`config.mk`:
```
export PLATFORM = sky130hd
export DESIGN_NAME = pitm_front
export DESIGN_NICKNAME = d
export VERILOG_FILES = /design/src/pitm_pkg.sv /design/src/pitm_front.sv
export SDC_FILE = /design/constraint.sdc
export NUM_CORES = 1
export LEC_CHECK = 0
export BUFFER_PORTS_ARGS = -buffer_cell sky130_fd_sc_hd__buf_4
export CAP_MARGIN = 20
export CORE_ASPECT_RATIO = 1.75
export CORE_MARGIN = 1.5
export CORE_UTILIZATION = 45
export CTS_CLUSTER_SIZE = 8
export DETAILED_ROUTE_END_ITERATION = 8
export PLACE_DENSITY = 0.77
export SLEW_MARGIN = 30
export SYNTH_ARGS = -nofsm -noshare
export SYNTH_HDL_FRONTEND = slang
export SYNTH_SLANG_ARGS = --single-unit
```
`constraint.sdc`:
```
create_clock -name i_clk -period 10.11 [get_ports i_clk]
set_input_delay 0.5055 -clock i_clk [delete_from_list [all_inputs] [get_ports i_clk]]
set_output_delay 0.5055 -clock i_clk [all_outputs]
set_load 0.005 [all_outputs]
```
`src/pitm_pkg.sv`:
```
`timescale 1ns / 1ps
package pitm_pkg;

    localparam int COORD_BITS = 20;
    localparam int NODE_AW    = 16;
    localparam int TET_AW     = 16;
    localparam int MAX_NODES  = 1 << NODE_AW;
    localparam int MAX_TETRAS = 1 << TET_AW;
    localparam int CNT_W      = TET_AW + 1;
    localparam int DIFF_W     = COORD_BITS + 1;
    localparam int PROD_W     = 2 * DIFF_W;
    localparam int MINOR_W    = PROD_W + 1;
    localparam int TERM_W     = DIFF_W + MINOR_W;
    localparam int ACC_W      = TERM_W + 2;
    localparam int FQ_DEPTH   = 4;
    localparam int FQ_AW      = 2;
    localparam int FQ_CW      = FQ_AW + 1;
    localparam int DET_STEPS  = 6;
    localparam int STEP_W     = 3;
    localparam int DET_NUM    = 5;
    localparam int DET_IW     = 3;

    typedef enum logic [1:0] {
        KIND_NODE  = 2'd0,
        KIND_TETRA = 2'd1,
        KIND_QUERY = 2'd2
    } t_kind;

    typedef struct packed {
        logic signed [COORD_BITS-1:0] x;
        logic signed [COORD_BITS-1:0] y;
        logic signed [COORD_BITS-1:0] z;
    } t_point;

    typedef struct packed {
        logic [NODE_AW-1:0] a;
        logic [NODE_AW-1:0] b;
        logic [NODE_AW-1:0] c;
        logic [NODE_AW-1:0] d;
    } t_tet;

    typedef struct packed {
        t_kind              kind;
        logic [TET_AW-1:0]  index;
        t_point             pt;
        t_tet               tet;
    } t_item;

    typedef struct packed {
        logic done;
        logic neg;
        logic zero;
    } t_det_res;

    typedef enum logic [2:0] {
        B_IDLE,
        B_TREAD,
        B_NREAD,
        B_DET,
        B_DWAIT,
        B_RESULT
    } t_bstate;

endpackage

```
`src/pitm_front.sv`:
```
`timescale 1ns / 1ps
module pitm_front (
    input  logic                          i_clk,
    input  logic                          i_rst_n,
    input  logic                          push,
    output logic                          full,
    input  logic [1:0]                    i_kind,
    input  logic [pitm_pkg::TET_AW-1:0]   i_entry_index,
    input  pitm_pkg::t_point              i_pt,
    input  pitm_pkg::t_tet                i_tet,
    output logic                          o_q_valid,
    output pitm_pkg::t_item               o_q_item,
    input  logic                          i_q_pop
);

    pitm_pkg::t_item             r_mem [pitm_pkg::FQ_DEPTH];
    logic [pitm_pkg::FQ_AW-1:0]  r_wr;
    logic [pitm_pkg::FQ_AW-1:0]  r_rd;
    logic [pitm_pkg::FQ_CW-1:0]  r_cnt;
    logic                        keep;
    logic                        wr_en;
    logic                        rd_en;
    pitm_pkg::t_item             item;

    always_comb begin
        unique case (i_kind) inside
            pitm_pkg::KIND_NODE, pitm_pkg::KIND_TETRA, pitm_pkg::KIND_QUERY: keep = 1'b1;
            default: keep = 1'b0;
        endcase
    end

    always_comb begin
        item.kind  = pitm_pkg::t_kind'(i_kind);
        item.index = i_entry_index;
        item.pt    = i_pt;
        item.tet   = i_tet;
    end

    assign full      = (r_cnt == pitm_pkg::FQ_CW'(pitm_pkg::FQ_DEPTH));
    assign wr_en     = push && !full && keep;
    assign o_q_valid = (r_cnt != '0);
    assign rd_en     = i_q_pop && o_q_valid;
    assign o_q_item  = r_mem[r_rd];

    always_ff @(posedge i_clk) begin
        if (!i_rst_n) begin
            r_wr  <= '0;
            r_rd  <= '0;
            r_cnt <= '0;
        end else begin
            if (wr_en) r_wr <= r_wr + 1'b1;
            if (rd_en) r_rd <= r_rd + 1'b1;
            if (wr_en && !rd_en) r_cnt <= r_cnt + 1'b1;
            else if (!wr_en && rd_en) r_cnt <= r_cnt - 1'b1;
        end
    end

    always_ff @(posedge i_clk) begin
        if (wr_en) r_mem[r_wr] <= item;
    end

endmodule

```
# Yosys cells after proc, flatten, opt, wreduce, memory -nomap -nowiden
# Memories as Yosys holds them, arrays and structs flattened. A register that Yosys moved wholly into a read port is not among the register bits.
# Index checks and enable logic that the tools add are counted.
[op_classes]
add_sub_neg = 4
eq_ne = 3
muxes = 7
reduce_logical = 12
[op_table]
columns = ["operator", "count"]
rows = [
  ["3-bit 2-to-1 mux", 2],
  ["1-bit logical AND", 5],
  ["2-bit by 1-bit adder with 2-bit output (second input constant)", 2],
  ["2-bit 2-to-1 mux", 2],
  ["3-bit by 1-bit adder with 3-bit output (second input constant)", 1],
  ["3-bit == test (second input constant)", 1],
  ["1-bit logical NOT", 3],
  ["1-bit 2-to-1 mux", 3],
  ["3-bit nonzero test", 1],
  ["3-bit OR reduction", 1],
  ["3-bit by 1-bit subtractor with 3-bit output (second input constant)", 1],
  ["2-bit by 1-bit == test with 1-bit output (second input constant)", 1],
  ["2-bit == test (second input constant)", 1],
  ["2-bit logical NOT", 1],
  ["2-bit nonzero test", 1],
]
[totals]
ff_bits = 7
ramBits = 568
output_inout_bits = 144
word_cells = 30
mem_count = 1
[memory_table]
columns = ["memory", "words", "word_bits", "read_ports", "rd_clocked_by_memory_dff", "wr", "line", "rtl"]
rows = [
  ["r_mem", 4, 142, 1, 1, 1, "pitm_front.sv:16", "pitm_pkg::t_item r_mem [pitm_pkg::FQ_DEPTH];"],
]

# Logic depth before layout (Yosys ltp)
# Gate-level depths: netlist (run 1).
[depth]
word_depth = 8
ltp_mapped = 8
ltp_nobuf = 8

# Worst setup path after synthesis (run 1)
# No wires, ideal clock.
[synth_path]
kind = "register -> register"
start = "reg r_cnt[0] (netlist name)"
end = "mem r_mem[0][0] (netlist name) (enable)"
setup_time_ns = 0.518
arrival_time_ns = 4.235
slack_ns = 5.357
stages_incl_launch_ff = 4
path_buffers = 0
cell_sequence = "dfxtp_1 nor3b_1 a211oi_2 and2_1"
[synth_via]
elab_chain_cells = 6
[synth_lines]
columns = ["item", "line", "rtl"]
rows = [
  ["start: declaration", "pitm_front.sv:19", "logic [pitm_pkg::FQ_CW-1:0] r_cnt;"],
  ["start signal: assignment", "pitm_front.sv:53", "if (wr_en && !rd_en) r_cnt <= r_cnt + 1'b1;"],
  ["start signal: assignment", "pitm_front.sv:54", "else if (!wr_en && rd_en) r_cnt <= r_cnt - 1'b1;"],
  ["3-bit == test", "pitm_front.sv:39", "assign full = (r_cnt == pitm_pkg::FQ_CW'(pitm_pkg::FQ_DEPTH));"],
  ["net full", "pitm_front.sv:6", "output logic full,"],
  ["1-bit logical NOT", "pitm_front.sv:40", "assign wr_en = push && !full && keep;"],
  ["1-bit logical AND (2 in a row)", "pitm_front.sv:40", ""],
  ["net wr_en", "pitm_front.sv:21", "logic wr_en;"],
  ["1-bit 2-to-1 mux", "pitm_front.sv:59", "if (wr_en) r_mem[r_wr] <= item;"],
  ["1-bit 2-to-1 mux (implied by the code)", "pitm_front.sv:59", ""],
  ["end: declaration", "pitm_front.sv:16", ""],
]
# The timed path passes the listed nets, and every way through them passes these cells.

==> results of run 1 <==
==> per-stage QoR <==
stage / total power, mW / setup slack (ps) / hold slack [ps] / instances / cell area [um^2]
floorplan: 3.690 / 5357 / 467.7 / 790 / 20950
global placement: 4.269 / 6261 / 479.0 / 1642 / 23740
detailed placement: 4.300 / 6228 / 511.5 / 1642 / 23750
CTS: 6.748 / 5628 / 81.56 / 1748 / 26030
global route: 6.921 / 5935 / 90.12 / 1755 / 26080
finish: 6.656 / 6246 / 118.1 / 1755 / 26080
==> logic make-up (layout without fill, tap and decap cells) <==
group	count (synthesis)	in the layout	synth area share, %
compound gates	5	5	0.1971
xor+xnor	4	4	0.1673
fa+ha+maj	6	6	0.3942
buf+inv	37	413	1.117
flops	577	577	82.28
mux	145	145	15.41
other cells	0	6	0
simple gates	16	16	0.4360
==> critical path, cell delays in order (launching register included) <==
cell	delay, ps
dfxtp_4	630
buf_6	560
buf_4	440
buf_16	280
mux4_2	590
buf_4	160
==> sequential cells by signal, summed over array words and instances (netlist names), named ones only <==
register and count:
r_rd 2, r_mem 568, r_wr 2, r_cnt 3
==> how the worst max path moves through the flow <==
stage / to / start / slack, ps / cells past startpoint
3_5_place_dp: r_mem[1][59] / i_kind[0] / 6230 / 5
5_1_grt: o_q_item[8] / flip-flop / 5930 / 5
3_3_place_gp: r_mem[1][59] / i_kind[0] / 6260 / 5
2_1_floorplan: r_mem[0][0] / r_cnt[0] / 5360 / 3
4_1_cts: o_q_item[8] / flip-flop / 5630 / 4
6_report: o_q_item[8] / flip-flop / 6250 / 5
==> per-layer routing <==
layer	vias to the layer above	track usage [%]	share of wire, %
li1	4104	-	-
met2	345	31.11	55
met5	-	0	0.092
met3	90	4.481	5.5
met4	6	10.50	4.5
met1	4941	19.62	35
==> report_power, final <==
group / leakage [nW] / total [mW] / switching, mW / internal, mW
combinational: 2.36 / 1.33 / 0.584 / 0.744
sequential: 5.26 / 2.91 / 0.0785 / 2.83
clock: 1.11 / 2.42 / 0.900 / 1.52
==> cell usage after synthesis <==
cell / number
xor2_1: 1
edfxtp_1: 568
o311ai_0: 1
dfxtp_1: 9
fa_1: 1
buf_2: 16
and2_1: 8
a21boi_0: 1
ha_1: 5
nor2b_1: 1
buf_6: 10
a211oi_2: 1
o31ai_1: 1
nand2_1: 4
mux4_2: 142
mux2i_1: 3
clkbuf_1: 7
or3_1: 2
nor3b_1: 1
inv_1: 4
o21ai_0: 1
xnor2_1: 3
==> final cells by class <==
| cell class | count | area share, % |
|---|---|---|
| clock buffer | 100 | 8.372 |
| antenna | 6 | 0.05757 |
| multi-input combinational | 176 | 13.38 |
| sequential | 577 | 66.12 |
| timing repair buffer | 303 | 8.842 |
| inverter | 4 | 0.05757 |
| tap | 583 | 2.797 |
| clock inverter | 6 | 0.3790 |
==> metrics.md, run 1 <==
| Metric | Value |
|---|---|
| Status | completed |
| Detailed Route Iter0 Violations | roughly 640 |
| Critical Path Sink Type | primary output |
| Total of max-cap violations | 0 |
| GRT Util Overall | 17.77% |
| R2r endpoint | r_mem[2][44] |
| Port buffer count | slightly below 300 |
| Die area | 47910 um^2 |
| Remaining antenna violation count | 0 |
| CP startpoint kind | flip-flop |
| Clk buf depth | 3 |
| Clock transition at path regs | 50 ps |
| Cts repair resizes | 0 |
| Least-Margin Pin Slew | 896.5 ps |
| Filler cell count | 3276 |
| Critical Path AT | between 3000 and 4000 ps |
| # H-tree levels | 3 |
| Cell Pwr Density | 255.2 nW/um^2 |
| First-pass GRT wire length | 62.80 mm |
| DR vias/cell | 5.405 |
| Yosys Warn Count | 0 |
| Synth top area share | roughly 81% |
| Via count | around 9.5k |
| Critical path fanouts, max | 45 |
| Post-Route WL | around 42 mm |
| Avg WL per Cell | 24.09 um |
| Pleak | 8.720 nW |
| Synth-to-Final Area Change | 24.49% |
| HP Class | input port to flip-flop |
| Mapped Cells | approximately 800 |
| Peak supply drop | 0.0001894 V |
| Slew headroom | between 40% and 50% |
| FP Rows | 104 |
| CP required | 9600 ps |
| Path depth of the worst reg2reg path | 5 |
| Multi-input logic area | 3488 um^2 |
| Synthesized area per cell | 26.52 um^2 |
| Period Utilization, post-route | a little under two fifths |
| Final hold vios | 0 |
| CTS tree | done |
| Remaining Overflow, GRT | 0 |
| Worst r2r src | r_cnt[0] |
| Max Freq | 0.2588 GHz |
| TritonRoute pass-1 iters | 4 |
| Initial Utilization | 45.61% |
| Final Max Tran Viols | 0 |
| CTS root buf | clkbuf_16 |
| # IOs | 290 |
| Pin count of the biggest net entering global routing | 66 |
| Hold_sp | i_tet[62] |
| Hold Buf Count CTS | 0 |
| Fin crit period | 3864 ps |
| FF+latch area | about 17000 um^2 |
| Core Region | 45930 um^2 |
| Commonest non-fill, non-tap cells in the layout | edfxtp_1, buf_4, mux4_2, clkbuf_16, clkbuf_1 |
| Syn Std Cell Area | 20950 um^2 |
| Final core utilization | between 50% and 60% |
| Vias in the first global route | 10.37k |
| Post-synthesis sequential area ratio | 82.28% |
| Skew-Pair Late Insertion Delay | about 590 ps |
| WS Path Type | flip-flop to primary output |
| Antenna violations before repair | 9 |
| Layout Skew | 14.10 ps |
| Commonest non-fill, non-tap cell in the layout | edfxtp_1 |
| Die Width | 166.1 um |
| Sum of negative setup slack | 0 ps |
| CTS Sinks | ~580 |
| Worst hold stages | 1 |
| Synth area leader | edfxtp_1 |
| Nets@finish | 1296 |
| R2R setup slack | ~6400 ps |
| RSZ-0062 raised after global routing | false |
| Synthesized flop and latch total | 577 |
| # DRC | 0 |
| Syn Nets | around 940 |
| Final setup fails | 0 |
| Synth cell types | 22 |
| Share of post-route cells with drive strength above 1 | 46.48% |
| Gpl congestion | between 0.7 and 0.8 |
| Synth area leaders | edfxtp_1, mux4_2, dfxtp_1 |
| DP HPWL | about 26 mm |
| Worst Hold End | r_mem[0][62] |
| Post-CTS Setup Inserts | 0 |
| CTS buffer count | 82 |
| Die H | 288.4 um |
Note: power is estimated with default switching activity, not from simulation.
==> run 2, diff against run 1 <==
==> constraint.sdc (replaced) <==
create_clock -name i_clk -period 4 [get_ports i_clk]
set_input_delay 0.2 -clock i_clk [delete_from_list [all_inputs] [get_ports i_clk]]
set_output_delay 0.2 -clock i_clk [all_outputs]
set_load 0.005 [all_outputs]
==> run 2 against run 1 <==
Effect of this change:
- critical path depth down 2
- highest routed layer unchanged
- global-route usage rose by 1.3 points
- core utilization up 3.7 points
- power rose to 2.6 times the previous value
- first-iteration DRC count up 5.5%
==> metrics.md, run 2 (synthesis gave the netlist of run 1 again) <==
| Metric | Value |
|---|---|
| Slew headroom | 36.89% (-3.3 points) |
| Pleak | 9.415 nW (+8.0%) |
| Crit-path cells | buf_12, mux4_2, buf_4 |
| Die area | 47910 um^2 (unchanged) |
| Critical path fanouts, max | 34 (-24%) |
| Nets@finish | 1449 (+12%) |
| Clock transition at path regs | 50 ps (about the same) |
| Skew-Pair Late Insertion Delay | 580 ps (about the same) |
| Avg WL per Cell | 24.16 um (+0.29%) |
| Initial Utilization | 45.61% (unchanged) |
| Cell family with most CP delay | flip-flops |
| Switching pwr | 4.079 mW (+160%) |
| CP required | 3800 ps (-5800 ps) |
| # DRC | 0 (unchanged) |
| Gpl congestion | 0.7580 (-2.6%) |
| CP max-delay cell | dfxtp_4 |
| CP startpoint kind | flip-flop |
| Critical Path AT | 2590 ps (-770 ps) |
| Largest register FFs | 568 (unchanged) |
| First-pass GRT wire length | 67.72 mm (+7.8%) |
| Remaining Overflow, GRT | 0 (unchanged) |
| Switching Fraction | 23.84% (+0.37 points) |
| DP Area | 24080 um^2 (+1.4%) |
| Pin count of the biggest net entering global routing | 55 (-17%) |
| Comb power frac | 21.0% (+1.1 points) |
| Antenna violations before repair | 9 (unchanged) |
| CTS root buf | clkbuf_16 |
| Sequential share of power | 43.3% (-0.4 points) |
| Commonest non-fill, non-tap cells in the layout | edfxtp_1, buf_4, dlygate4sd3_1, mux4_2, clkbuf_16 |
| Cts repair resizes | 0 (unchanged) |
| Total of max-cap violations | 0 (unchanged) |
| Period Utilization, post-route | 69.77% |
| Cell Pwr Density | 616.3 nW/um^2 (+140%) |
| Max Freq | around 0.36 GHz |
| # H-tree levels | 3 (unchanged) |
| R2R setup slack | 1400 ps (-5000 ps) |
| Post-Route WL | 45.86 mm (+8.5%) |
| CTS buffer count | 82 (unchanged) |
| WS Path Type | flip-flop to primary output |
| Sum of negative setup slack | 0 ps (unchanged) |
| Critical Path Sink Type | primary output |
| GRT Util Overall | 19.10% (+1.3 points) |
| Cell internal pwr | 13.03 mW (+160%) |
| Port buffer count | 289 (unchanged) |
| Filler cell count | 3047 (-7.0%) |
| Core Region | 45930 um^2 (unchanged) |
| Vias in the first global route | 11.32k (+9.2%) |
| Die H | 288.4 um (unchanged) |
| Fin crit period | between 2000 and 3000 ps |
| Final Max Tran Viols | 0 (unchanged) |
| Detailed Route Iter0 Violations | 670 (+5.5%) |
| Remaining antenna violation count | 0 (unchanged) |
| Status | completed |
| Commonest non-fill, non-tap cell in the layout | edfxtp_1 |
| CTS tree | done |
| Clk buf depth | 3 (unchanged) |
| HP Class | input port to flip-flop |
| Die Width | 166.1 um (unchanged) |
| Least-Margin Pin Slew | 946.6 ps (+50.05 ps) |
| FP Rows | 104 (unchanged) |
| Peak supply drop | 0.0005567 V (+190%) |
| Final setup fails | 0 (unchanged) |
| CTS Sinks | 577 (unchanged) |
| Regs by FF count | r_mem (568), r_cnt (3) |
| DR vias/cell | 5.413 (+0.15%) |
| Final hold vios | 0 (unchanged) |
| Share of post-route cells with drive strength above 1 | 42.07% (-4.4 points) |
| Largest Register | r_mem |
| TritonRoute pass-1 iters | 5 (+1) |
| Crit path largest cell delay | 870 ps (+240 ps) |
| Clock Power Share | 35.7% (-0.6 points) |
| Layout Skew | 13.94 ps (-0.1603 ps) |
| DP HPWL | 27.17 mm (+5.2%) |
| Via count | 10.27k (+8.3%) |
| RSZ-0062 raised after global routing | false |
| Synth-to-Final Area Change | 32.55% |
| Cell area after layout | 27770 um^2 (+6.5%) |
| Buffers and inverters on the worst path | 2 (-2) |
| # IOs | 290 (unchanged) |
-- run 2: cell types whose count changed in the layout (fill, tap and decap cells not counted), sizes merged --
cell	before	now
clkbuf	100	93
clkinv	5	3
inv	4	6
diode	6	3
buf	303	313
dlygate4sd3	0	143
-- run 2: final timing paths --
path,cells past startpoint,end,startpoint
worst max register to register,4,r_mem[2][57],r_cnt[0]
worst min register to register,2,r_wr[0],r_wr[0]
worst min-delay path,4,r_wr[1],push
worst max-delay path,3,o_q_item[134],flip-flop
-- run 2: power by group through the flow --
| stage | Combinational (mW) | Sequential (mW) | Clock, mW |
|---|---|---|---|
| after floorplan | 1.93 | 7.36 | 0 |
| final | 3.59 | 7.42 | 6.10 |
| after global placement | 3.47 | 7.49 | 0 |
| after global routing | 3.81 | 7.46 | 6.45 |
| after CTS | 3.66 | 7.43 | 6.22 |
| after detailed placement | 3.50 | 7.53 | 0 |
-- run 2: stage by stage --
stage          total power [mW]  hold WS, ps  utilization (%)  instances  setup slack (ps)
3_3_place_gp              10.96        399.1            52.42       1653              1489
4_1_cts                   17.30     0.008937            60.44       1895              1082
6_report                  17.11        39.67            60.45       1898              1209
3_5_place_dp              11.03        402.6            52.42       1653              1414
5_1_grt                   17.73        46.65            60.45       1898              1012
2_1_floorplan             9.291        298.9                -        790             808.7
-- run 2: tightest hold or removal path: cells and delay by family --
family	cells	cell delay, ps
mux	1	120
compound gates	1	80
buf+inv	2	170
-- run 2: layer usage --
metal	GRT usage (%)	share of wire, %	wire length (um)
met1	21.25	35	16150
met2	33.61	54	24710
met3	4.947	6.2	2836
met4	10.32	4.6	2097
met5	0	0.15	69
-- run 2: final cells by class --
| cell class | count | area [um^2] | area share [%] |
|---|---|---|---|
| antenna | 3 | 7.507 | 0.02704 |
| clock buffer | 93 | 2157 | 7.768 |
| clock inverter | 6 | 95.09 | 0.3425 |
| inverter | 4 | 15.01 | 0.05407 |
| multi-input combinational | 176 | 3488 | 12.56 |
| sequential | 577 | 17240 | 62.10 |
| tap | 583 | 729.5 | 2.627 |
| timing repair buffer | 456 | 4031 | 14.52 |
-- run 2: repair_timing --
action / 4_1_cts / 5_1_grt
buffers inserted: 0 / 0
hold buffers: 143 / 0
endpoints found under the hold margin: 577 / 0
